**src/rtl/opat_pkg.sv**
```systemverilog
// types, constants and helpers for the alarm table
// no dependencies
package opat_pkg;

    localparam int MAX_TASKS_DEF = 16;
    localparam int OP_W   = 2;
    localparam int TIME_W = 32;
    localparam int PER_W  = 31;
    localparam int ID_W   = 8;
    localparam int STAT_W = 2;
    localparam int ENT_W  = 5;

    typedef enum logic [OP_W-1:0] {
        OP_TICK  = 2'd0,
        OP_AT    = 2'd1,
        OP_EVERY = 2'd2,
        OP_RSVD  = 2'd3
    } opcode_t;

    typedef enum logic [STAT_W-1:0] {
        ST_FIRED = 2'd0,
        ST_NONE  = 2'd1,
        ST_SCHED = 2'd2,
        ST_FULL  = 2'd3
    } status_t;

    typedef enum logic [1:0] {
        S_IDLE,
        S_SCAN,
        S_EMIT,
        S_RESP
    } state_t;

    typedef struct packed {
        logic [TIME_W-1:0] due;
        logic [PER_W-1:0]  per;
        logic [ID_W-1:0]   id;
    } entry_t;

    localparam int ENTRY_W = $bits(entry_t);

    // add an interval to a time, clamping at the largest time
    function automatic logic [TIME_W-1:0] sat_add(input logic [TIME_W-1:0] a,
                                                  input logic [PER_W-1:0] b);
        logic [TIME_W:0] s;
        s = {1'b0, a} + {{(TIME_W + 1 - PER_W){1'b0}}, b};
        return s[TIME_W] ? {TIME_W{1'b1}} : s[TIME_W-1:0];
    endfunction

endpackage

```
**src/rtl/opat_ram.sv**
```systemverilog
// generic simple dual-port ram, one write and one registered read port
// no dependencies
module opat_ram #(
    parameter int WIDTH = 8,
    parameter int DEPTH = 16,
    parameter int AW    = (DEPTH > 1) ? $clog2(DEPTH) : 1
) (
    input  logic             clk,
    input  logic             we,
    input  logic [AW-1:0]    waddr,
    input  logic [WIDTH-1:0] wdata,
    input  logic             re,
    input  logic [AW-1:0]    raddr,
    output logic [WIDTH-1:0] rdata
);

    logic [WIDTH-1:0] mem [DEPTH];
    logic [WIDTH-1:0] rdata_reg;

    always_ff @(posedge clk)
    begin
        if (we)
        begin
            mem[waddr] <= wdata;
        end
        if (re)
        begin
            rdata_reg <= mem[raddr];
        end
    end

    assign rdata = rdata_reg;

endmodule

```
**src/rtl/oneshot_periodic_alarm_table.sv**
```systemverilog
// alarm table: one-shot and periodic alarms held in insertion order
// uses opat_pkg and opat_ram (entry table and fired-id buffer)
// schedule beat: result loaded via S_RESP into the output register; tick over n entries:
// scan through the entry ram read port, then one fired result per cycle while not stalled
// one input beat at a time; next beat taken while the final result still waits
// reset clears control state and the entry count; ram contents stay undefined
module oneshot_periodic_alarm_table #(
    parameter int MAX_TASKS = opat_pkg::MAX_TASKS_DEF
) (
    input  logic                         clk,
    input  logic                         rst_n,
    input  logic                         in_valid,
    output logic                         in_stall,
    input  logic [opat_pkg::OP_W-1:0]    opcode,
    input  logic [opat_pkg::TIME_W-1:0]  now_time,
    input  logic [opat_pkg::TIME_W-1:0]  due_time,
    input  logic [opat_pkg::PER_W-1:0]   period,
    input  logic [opat_pkg::ID_W-1:0]    task_id,
    output logic                         out_valid,
    input  logic                         out_stall,
    output logic [opat_pkg::STAT_W-1:0]  status,
    output logic [opat_pkg::ID_W-1:0]    fired_id,
    output logic                         last,
    output logic [opat_pkg::ENT_W-1:0]   entries_in_use
);

    import opat_pkg::*;

    localparam int IDX_W = (MAX_TASKS > 1) ? $clog2(MAX_TASKS) : 1;
    localparam int CNT_W = $clog2(MAX_TASKS + 1);

    state_t             state_reg, state_next;
    logic [CNT_W-1:0]   count_reg, count_next;
    logic [CNT_W-1:0]   rd_idx_reg, rd_idx_next;
    logic               chk_reg, chk_next;
    logic [CNT_W-1:0]   wr_idx_reg, wr_idx_next;
    logic [CNT_W-1:0]   nf_reg, nf_next;
    logic [CNT_W-1:0]   em_idx_reg, em_idx_next;
    logic [TIME_W-1:0]  now_reg, now_next;
    status_t            res_status_reg, res_status_next;
    logic [ID_W-1:0]    res_id_reg, res_id_next;

    logic               out_valid_reg, out_valid_next;
    status_t            out_status_reg, out_status_next;
    logic [ID_W-1:0]    out_id_reg, out_id_next;
    logic               out_last_reg, out_last_next;
    logic [ENT_W-1:0]   out_ent_reg, out_ent_next;

    logic               ent_we, ent_re;
    logic [IDX_W-1:0]   ent_waddr, ent_raddr;
    logic [ENTRY_W-1:0] ent_wdata, ent_rdata;
    logic               fire_we, fire_re;
    logic [IDX_W-1:0]   fire_waddr, fire_raddr;
    logic [ID_W-1:0]    fire_wdata, fire_rdata;

    entry_t             ent_cur, ent_new;
    logic               hit;
    logic               out_free;
    logic               em_last;
    logic [CNT_W-1:0]   em_inc;
    logic               accept;
    opcode_t            op;

    opat_ram #(
        .WIDTH (ENTRY_W),
        .DEPTH (MAX_TASKS),
        .AW    (IDX_W)
    ) u_entry_ram (
        .clk   (clk),
        .we    (ent_we),
        .waddr (ent_waddr),
        .wdata (ent_wdata),
        .re    (ent_re),
        .raddr (ent_raddr),
        .rdata (ent_rdata)
    );

    opat_ram #(
        .WIDTH (ID_W),
        .DEPTH (MAX_TASKS),
        .AW    (IDX_W)
    ) u_fire_ram (
        .clk   (clk),
        .we    (fire_we),
        .waddr (fire_waddr),
        .wdata (fire_wdata),
        .re    (fire_re),
        .raddr (fire_raddr),
        .rdata (fire_rdata)
    );

    assign in_stall = (state_reg != S_IDLE);
    assign accept   = in_valid && !in_stall;
    assign op       = opcode_t'(opcode);
    assign out_free = !out_valid_reg || !out_stall;
    assign ent_cur  = entry_t'(ent_rdata);
    assign hit      = chk_reg && (now_reg >= ent_cur.due);
    assign em_inc   = em_idx_reg + CNT_W'(1);
    assign em_last  = (em_idx_reg == (nf_reg - CNT_W'(1)));

    always_comb
    begin
        state_next      = state_reg;
        count_next      = count_reg;
        rd_idx_next     = rd_idx_reg;
        chk_next        = chk_reg;
        wr_idx_next     = wr_idx_reg;
        nf_next         = nf_reg;
        em_idx_next     = em_idx_reg;
        now_next        = now_reg;
        res_status_next = res_status_reg;
        res_id_next     = res_id_reg;

        out_valid_next  = out_valid_reg && out_stall;
        out_status_next = out_status_reg;
        out_id_next     = out_id_reg;
        out_last_next   = out_last_reg;
        out_ent_next    = out_ent_reg;

        ent_we     = 1'b0;
        ent_waddr  = count_reg[IDX_W-1:0];
        ent_new    = '{due: due_time, per: '0, id: task_id};
        ent_re     = 1'b0;
        ent_raddr  = '0;
        fire_we    = 1'b0;
        fire_waddr = nf_reg[IDX_W-1:0];
        fire_wdata = ent_cur.id;
        fire_re    = 1'b0;
        fire_raddr = '0;

        unique case (state_reg)
            S_IDLE:
            begin
                if (accept)
                begin
                    now_next = now_time;
                    unique case (op) inside
                        OP_AT, OP_EVERY:
                        begin
                            res_id_next = task_id;
                            state_next  = S_RESP;
                            if (count_reg >= CNT_W'(MAX_TASKS))
                            begin
                                res_status_next = ST_FULL;
                            end
                            else
                            begin
                                res_status_next = ST_SCHED;
                                ent_we          = 1'b1;
                                if (op == OP_EVERY)
                                begin
                                    ent_new = '{due: sat_add(now_time, period),
                                                per: period, id: task_id};
                                end
                                count_next = count_reg + CNT_W'(1);
                            end
                        end
                        OP_TICK:
                        begin
                            if (count_reg == '0)
                            begin
                                res_status_next = ST_NONE;
                                res_id_next     = '0;
                                state_next      = S_RESP;
                            end
                            else
                            begin
                                ent_re      = 1'b1;
                                rd_idx_next = CNT_W'(1);
                                chk_next    = 1'b1;
                                wr_idx_next = '0;
                                nf_next     = '0;
                                state_next  = S_SCAN;
                            end
                        end
                        default:
                        begin
                            state_next = S_IDLE;
                        end
                    endcase
                end
            end
            S_SCAN:
            begin
                if (chk_reg)
                begin
                    // fired entries queue their id; survivors close up at the write index
                    if (hit)
                    begin
                        fire_we = 1'b1;
                        nf_next = nf_reg + CNT_W'(1);
                    end
                    ent_new   = ent_cur;
                    if (hit)
                    begin
                        ent_new.due = sat_add(ent_cur.due, ent_cur.per);
                    end
                    ent_waddr = wr_idx_reg[IDX_W-1:0];
                    if (!hit || (ent_cur.per != '0))
                    begin
                        ent_we      = 1'b1;
                        wr_idx_next = wr_idx_reg + CNT_W'(1);
                    end
                    if (rd_idx_reg < count_reg)
                    begin
                        ent_re      = 1'b1;
                        ent_raddr   = rd_idx_reg[IDX_W-1:0];
                        rd_idx_next = rd_idx_reg + CNT_W'(1);
                        chk_next    = 1'b1;
                    end
                    else
                    begin
                        chk_next = 1'b0;
                    end
                end
                else
                begin
                    count_next = wr_idx_reg;
                    if (nf_reg == '0)
                    begin
                        res_status_next = ST_NONE;
                        res_id_next     = '0;
                        state_next      = S_RESP;
                    end
                    else
                    begin
                        fire_re     = 1'b1;
                        em_idx_next = '0;
                        state_next  = S_EMIT;
                    end
                end
            end
            S_EMIT:
            begin
                if (out_free)
                begin
                    out_valid_next  = 1'b1;
                    out_status_next = ST_FIRED;
                    out_id_next     = fire_rdata;
                    out_last_next   = em_last;
                    out_ent_next    = ENT_W'(count_reg);
                    if (em_last)
                    begin
                        state_next = S_IDLE;
                    end
                    else
                    begin
                        fire_re     = 1'b1;
                        fire_raddr  = em_inc[IDX_W-1:0];
                        em_idx_next = em_inc;
                    end
                end
            end
            S_RESP:
            begin
                if (out_free)
                begin
                    out_valid_next  = 1'b1;
                    out_status_next = res_status_reg;
                    out_id_next     = res_id_reg;
                    out_last_next   = 1'b1;
                    out_ent_next    = ENT_W'(count_reg);
                    state_next      = S_IDLE;
                end
            end
            default:
            begin
                state_next = S_IDLE;
            end
        endcase

        ent_wdata = ent_new;
    end

    always_ff @(posedge clk or negedge rst_n)
    begin
        if (!rst_n)
        begin
            state_reg     <= S_IDLE;
            count_reg     <= '0;
            chk_reg       <= 1'b0;
            out_valid_reg <= 1'b0;
        end
        else
        begin
            state_reg     <= state_next;
            count_reg     <= count_next;
            chk_reg       <= chk_next;
            out_valid_reg <= out_valid_next;
        end
    end

    always_ff @(posedge clk)
    begin
        rd_idx_reg     <= rd_idx_next;
        wr_idx_reg     <= wr_idx_next;
        nf_reg         <= nf_next;
        em_idx_reg     <= em_idx_next;
        now_reg        <= now_next;
        res_status_reg <= res_status_next;
        res_id_reg     <= res_id_next;
        out_status_reg <= out_status_next;
        out_id_reg     <= out_id_next;
        out_last_reg   <= out_last_next;
        out_ent_reg    <= out_ent_next;
    end

    assign out_valid      = out_valid_reg;
    assign status         = out_status_reg;
    assign fired_id       = out_id_reg;
    assign last           = out_last_reg;
    assign entries_in_use = out_ent_reg;

endmodule

```
**config.mk**
```make
export PLATFORM = sky130hd
export DESIGN_NAME = oneshot_periodic_alarm_table
export DESIGN_NICKNAME = d
export VERILOG_FILES = /design/src/rtl/opat_pkg.sv /design/src/rtl/opat_ram.sv /design/src/rtl/oneshot_periodic_alarm_table.sv
export SDC_FILE = /design/constraint.sdc
export NUM_CORES = 2
export LEC_CHECK = 0
export ABC_CLOCK_PERIOD_IN_PS = 10000
export BUFFER_PORTS_ARGS = -buffer_cell sky130_fd_sc_hd__buf_2
export CAP_MARGIN = 20
export CORE_ASPECT_RATIO = 0.7
export CORE_UTILIZATION = 40
export CTS_CLUSTER_SIZE = 10
export DETAILED_ROUTE_END_ITERATION = 8
export MAX_ROUTING_LAYER = met4
export SYNTH_ARGS = -nofsm -noshare
export SYNTH_HDL_FRONTEND = slang
export SYNTH_HIERARCHICAL = 1
export SYNTH_SLANG_ARGS = --single-unit
```
**constraint.sdc**
```tcl
create_clock -name clk -period 10 [get_ports clk]
set_clock_uncertainty 0.2 [all_clocks]
set_input_delay 1.5 -clock clk [delete_from_list [all_inputs] [get_ports clk]]
set_output_delay 1.5 -clock clk [all_outputs]
set_load 0.02 [all_outputs]
```
# Word-level counts from Yosys, hierarchy flattened
# Memories as Yosys holds them, arrays and structs flattened. A register that Yosys moved wholly into a read port is not among the register bits.
# Index checks and enable logic that the tools add are counted.
[classes] n_mux=102 n_eq_ne=24 reduce_logical=31 n_lt_le_gt_ge=3 n_addsub=8
[op_table] op="$mux 71" n=5
[op_table] op="$pmux 71 s2" n=1
[op_table] op="$mux 5" n=20
[op_table] op="$mux 32" n=3
[op_table] op="$add 32x31->33" n=2
[op_table] op="$pmux 5 s2" n=5
[op_table] op="$mux 8" n=6
[op_table] op="$pmux 8 s2" n=3
[op_table] op="$ge 32x32->1" n=1
[op_table] op="$mux 4" n=8
[op_table] op="$reduce_bool 31->1" n=1
[op_table] op="$mux 1" n=30
[op_table] op="$ne 2x2->1 const B" n=15
[op_table] op="$add 5x1->5 const B" n=5
[op_table] op="$reduce_and 6->1" n=4
[op_table] op="$mux 2" n=11
[op_table] op="$pmux 2 s2" n=4
[op_table] op="$reduce_and 5->1" n=3
[op_table] op="$logic_not 5->1" n=2
[op_table] op="$pmux 1 s2" n=5
[op_table] op="$pmux 2 s4" n=1
[op_table] op="$reduce_bool 2->1" n=4
[op_table] op="$eq 2x2->1 const B" n=3
[op_table] op="$eq 5x5->1" n=1
[op_table] op="other kinds (15)" n=25
[totals] in_bits=109 mem_bits_rw=1264 out_inout_bits=18 wordCells=185 mem_count=2 reg_bits=87
[memory_table] memory="u_entry_ram.mem" words=16 word_bits=71 read_ports=1 rd_ports_with_merged_regs=1 write_ports=1 line_no="opat_ram.sv:17" source="logic [WIDTH-1:0] mem [DEPTH];"
[memory_table] memory="u_fire_ram.mem" words=16 word_bits=8 read_ports=1 rd_ports_with_merged_regs=1 write_ports=1 line_no="opat_ram.sv:17"

# Depth between registers and ports, before layout
[depth] ltp_word=9 ltp_mapped=16 depth_no_buf=13

# Modules after synthesis
# The synthesis kept the hierarchy.
[by_module_without_submodules] mod="opat_ram at u_entry_ram" cells_per_inst=1826 area_each_um2=44622.8 seq_area_each_um2=36244.8 instances=1
[by_module_without_submodules] mod="oneshot_periodic_alarm_table" cells_per_inst=1093 area_each_um2=9411.5 seq_area_each_um2=2567.5 instances=1
[by_module_without_submodules] mod="opat_ram at u_fire_ram" cells_per_inst=229 area_each_um2=5227.5 seq_area_each_um2=4083.9 instances=1

# Worst setup path before layout
# Ideal clock, no wire load.
[synth_path] path_kind="input-to-reg" from="in opcode[0] (netlist name)" to="mem u_entry_ram/mem[0][0] (netlist name), enable pin" setup_time_ps=587 required_ps=9213 cell_stages=6 arrival_ps=7420 path_slack_ps=1793 path_buffers=0 path_cell_list="inv_1 ha_1 and3_1 a22o_1 or3b_1 nor3_1"
[synth_between] elab_chain_len=7 elab_cells_between_ends=8 classes_between="eq/ne: 2; mux: 5; reduce/logical: 1"
[synth_rtl] item="from (decl)" line_no="oneshot_periodic_alarm_table.sv:14" source="input logic [opat_pkg::OP_W-1:0] opcode,"
[synth_rtl] item="$eq 2x1->1 (no source line) / $eq 2x2->1 (equally long branches)"
[synth_rtl] item="$reduce_or 2->1 (*)" line_no="oneshot_periodic_alarm_table.sv:137" source="unique case (op) inside"
[synth_rtl] item="$mux 1 (*)" line_no="oneshot_periodic_alarm_table.sv:137"
[synth_rtl] item="$mux 1 (*)" line_no="oneshot_periodic_alarm_table.sv:134" source="if (accept)"
[synth_rtl] item="$pmux 1 s2 (*)" line_no="oneshot_periodic_alarm_table.sv:131" source="unique case (state_reg)"
[synth_rtl] item="via ent_we" line_no="oneshot_periodic_alarm_table.sv:49" source="logic ent_we, ent_re;"
[synth_rtl] item="$mux 1 (*)" line_no="opat_ram.sv:22" source="if (we)"
[synth_rtl] item="$mux 1 (not written as such) (*)" line_no="opat_ram.sv:24" source="mem[waddr] <= wdata;"
[synth_rtl] item="to (decl)" line_no="opat_ram.sv:17"
# The timed path passes the listed nets; every way through them passes the cells marked *.

# Worst setup path in the final report
[layout_path] from="reg u_entry_ram.rdata_reg[44] (netlist: u_entry_ram/rdata[44]) (read register of u_entry_ram.mem)" to="mem u_entry_ram/mem[8][17] (netlist name), enable pin"
[layout_between] elab_chain_len=9
[layout_rtl] item="from (decl)" line_no="opat_ram.sv:18" source="logic [WIDTH-1:0] rdata_reg;"
[layout_rtl] item="$ge 32x32->1" line_no="oneshot_periodic_alarm_table.sv:97" source="assign hit = chk_reg && (now_reg >= ent_cur.due);"
[layout_rtl] item="$logic_and 1x1->1" line_no="oneshot_periodic_alarm_table.sv:97"
[layout_rtl] item="$logic_not 1->1" line_no="oneshot_periodic_alarm_table.sv:199" source="if (!hit || (ent_cur.per != '0))"
[layout_rtl] item="$logic_or 1x1->1" line_no="oneshot_periodic_alarm_table.sv:199"
[layout_rtl] item="$mux 1" line_no="oneshot_periodic_alarm_table.sv:199"
[layout_rtl] item="$mux 1" line_no="oneshot_periodic_alarm_table.sv:185" source="if (chk_reg)"
[layout_rtl] item="$pmux 1 s2" line_no="oneshot_periodic_alarm_table.sv:131"
[layout_rtl] item="via ent_we" line_no="oneshot_periodic_alarm_table.sv:49"
[layout_rtl] item="$mux 1" line_no="opat_ram.sv:22"
[layout_rtl] item="$mux 1 (not written as such)" line_no="opat_ram.sv:24"
# The timed path passes the listed nets, and every way through them passes these cells.

==> out/metrics.cfg <==
[run_status]
status = finished, final reports clean

[clock_network]
ctsHoldBuffers = 0
cts.repair.resized = 0
root_buffer = clkbuf_16
htree_levels = 4
clockBufferDepth = 3
clk_latency_ns = 0.80
cts_tree = yes
post-cts-setup-buffers = 0
clk_pin_slew_worst_paths_ns = 0.05
numCtsBuffers = 162
clkSinkCount = 1430

[pwr]
p_sw_uw = 6163
power_switching_share_pct = 32.25
p_per_area_nw_per_um2 = 286.4
p_comb_share_pct = 27.0
power.share.clock_pct = 27.1
p_leak_uw = 0.02155
vdd_drop_max_mv = 0.2076
p_int_uw = 12950
p_seq_share_pct = 45.9

[global_route]
grt_pass1_vias = 31444
grt_max_degree = 137
grt_antenna_before_repair = 26
met1_usage_pct = 31.48
grt_use_met3_pct = 3.855
met2_usage_pct = 33.23
grt_usage_pct = 22.28
gr-total-overflow = 0
grt_pass1_wl_um = 229300
globalRoute.busiestLayer = met2

[setup_path]
reg2reg_from = u_entry_ram/rdata[44]
required_ns = 10.20
cp-start-kind = flop
timing.rr.end = u_entry_ram/mem[8][17]
crit_start = u_entry_ram/rdata[44]
worst-setup-path-type = flop to flop
cp.arrival_ns = 5.54
r2r_cells = 14
r2r_setup_slack_ns = 4.66
critical_path.max_fanout = 45
crit_path_end_kind = flop

[finish]
final_cell_mix = edfxtp_1 (1421), mux4_2 (302), nand2_1 (171), a22oi_1 (162), clkbuf_16 (162)
final_nets = 3582
final_util_pct = 45.64
final_common_cell = edfxtp_1
drive_above_1_share_pct = 21.63
stdcell_area_um2 = 66740
largest_reg_flops = 1136
area_growth_pct = 12.62

[min_path]
timing.hold.worst_path_depth = 1
min_path_type = flop to flop
hold_end = fired_id[6]
min-delay-start = u_fire_ram/rdata[6]

[die]
die-area_um2 = 149700
ios = 127
core_area_um2 = 146200
die_w_um = 462.1
start_util_pct = 40.52
num_rows = 117
die_h_um = 324.0

[synth]
syn_avg_cell_area_um2 = 18.83
syn-cell-area_um2 = 59260
synth-seq-cells = 1430
synthTopCellsByArea = edfxtp_1 (72%), mux4_2 (11%), ha_1 (2.4%)
yosys_warnings = 6
synth_top_cell_area_share_pct = 72.00
yosysSeqAreaShare_pct = 72.38
syn-num-nets = 3371
synth-edff-count = 1421
synthArstFlopShare_pct = 0.6294
synth_area_leader_cell = edfxtp_1
synth_top_flop_cell = edfxtp_1
synth_cell_types = 80
synthCells = 3148

[sta]
hold_ws_ns = 0.3296
hold_viol_final = 0
slew_violations = 0
tightest_slew_ns = 1.115
tns_ns = 0
timing.final.crit_period_ns = 5.339
setup_slack_ns = 4.661
max_freq_mhz = 187.3
relSlewSlack_pct = 25.64
rsz0062_at_grt = no
finalCritPeriodShare_pct = 53.39
setup_viol = 0

[place]
placedInstanceArea_um2 = 62260
numPortBuffers = 126
dp_hpwl_um = 91330
dp_slack_ns = 4.309
routabilityCongestion = 0.9189

[detailed_routing]
vias = 31965
first_pass_iters = 5
routed_wl_um = 160300
drtIter0Drc = 3795
wire_per_inst_um = 29.88
ant_nets = 0
detail_route.vias_per_cell = 5.958
drc_errors = 0

[job]
maxCapViolations = 0

==> per-layer routing <==
metal / share of wire [%] / wire [um]
met5: 0 / 0
met4: 2.3 / 3742
met3: 7.9 / 12660
met2: 46 / 74190
met1: 43 / 69720
==> synth_stat cells (all sizes together), types with 4 or more instances <==
cell,n
nand2,171
and2,33
nand4,13
inv,66
o21a,7
a21o,38
mux2i,5
o21bai,15
or2,6
o221ai,25
or3,4
mux2,9
xor2,26
o211ai,11
a211o,7
o21ai,86
a21boi,4
nand3,53
a21oi,89
nor4,10
nor2b,15
ha,112
mux4,316
nor2,74
and4,4
dfrtp,9
o31ai,5
a22oi,162
nand2b,14
edfxtp,1421
a22o,41
xnor2,36
clkbuf,66
nor3,30
buf,75
a211oi,17
a31oi,11
nand3b,6
and3,13
==> cell families after synthesis <==
| logic type | count (synthesis) | share of synthesized area (%) |
|---|---|---|
| flip-flops | 1430 | 72.38 |
| AO/OA/AOI/OAI | 545 | 6.497 |
| AND/OR/NAND/NOR | 457 | 3.688 |
| multiplexers | 330 | 12.35 |
| buffers and inverters | 210 | 1.729 |
| adder cells (fa/ha/maj) | 114 | 2.432 |
| XOR/XNOR | 62 | 0.9163 |
==> worst max-delay path: stages (launching register included) <==
cell	delay, ns
edfxtp_1	0.57
inv_1	0.08
ha_1	0.30
a21oi_1	0.16
o21ai_0	0.09
a21oi_1	0.24
or4_1	0.23
a311o_1	0.41
nand2_1	0.12
nand2_1	0.15
a22o_1	0.24
nand3b_1	0.31
nor3_2	0.23
buf_4	0.55
buf_4	0.91
==> power groups by stage <==
stage,Combinational (uW),Sequential [uW],Clock (uW)
2_1_floorplan,3440,8700,0
3_3_place_gp,5100,8850,0
3_5_place_dp,5130,8870,0
4_1_cts,5150,8760,5290
5_1_grt,5590,8820,5510
6_report,5170,8760,5180
==> worst max path at each step <==
| stage | to | cells past startpoint |
|---|---|---|
| final | u_entry_ram/mem[8][17] | 14 |
| after global routing | u_entry_ram/rdata[0] | 14 |
| after CTS | u_entry_ram/mem[8][48] | 14 |
| after detailed placement | u_entry_ram/mem[5][65] | 13 |
| after global placement | u_entry_ram/mem[13][65] | 13 |
| after floorplan | u_entry_ram/mem[0][0] | 6 |
==> area by class of cell <==
type | count | area, um^2
diodes | 13 | 32.53
clock buffers | 175 | 4103
clock inverters | 19 | 330.3
fillers | 12271 | 79500
inverters | 66 | 247.7
multi-input cells | 1508 | 15530
flip-flops and latches | 1430 | 42900
well taps | 1963 | 2456
repair buffers | 191 | 1144
==> metrics by stage <==
stage	std cells	power [uW]
5_1_grt	5358	19930
6_report	5365	19110
2_1_floorplan	3148	12140
3_3_place_gp	5156	13950
3_5_place_dp	5156	14000
4_1_cts	5350	19210
(Power assumes the default switching activity.)
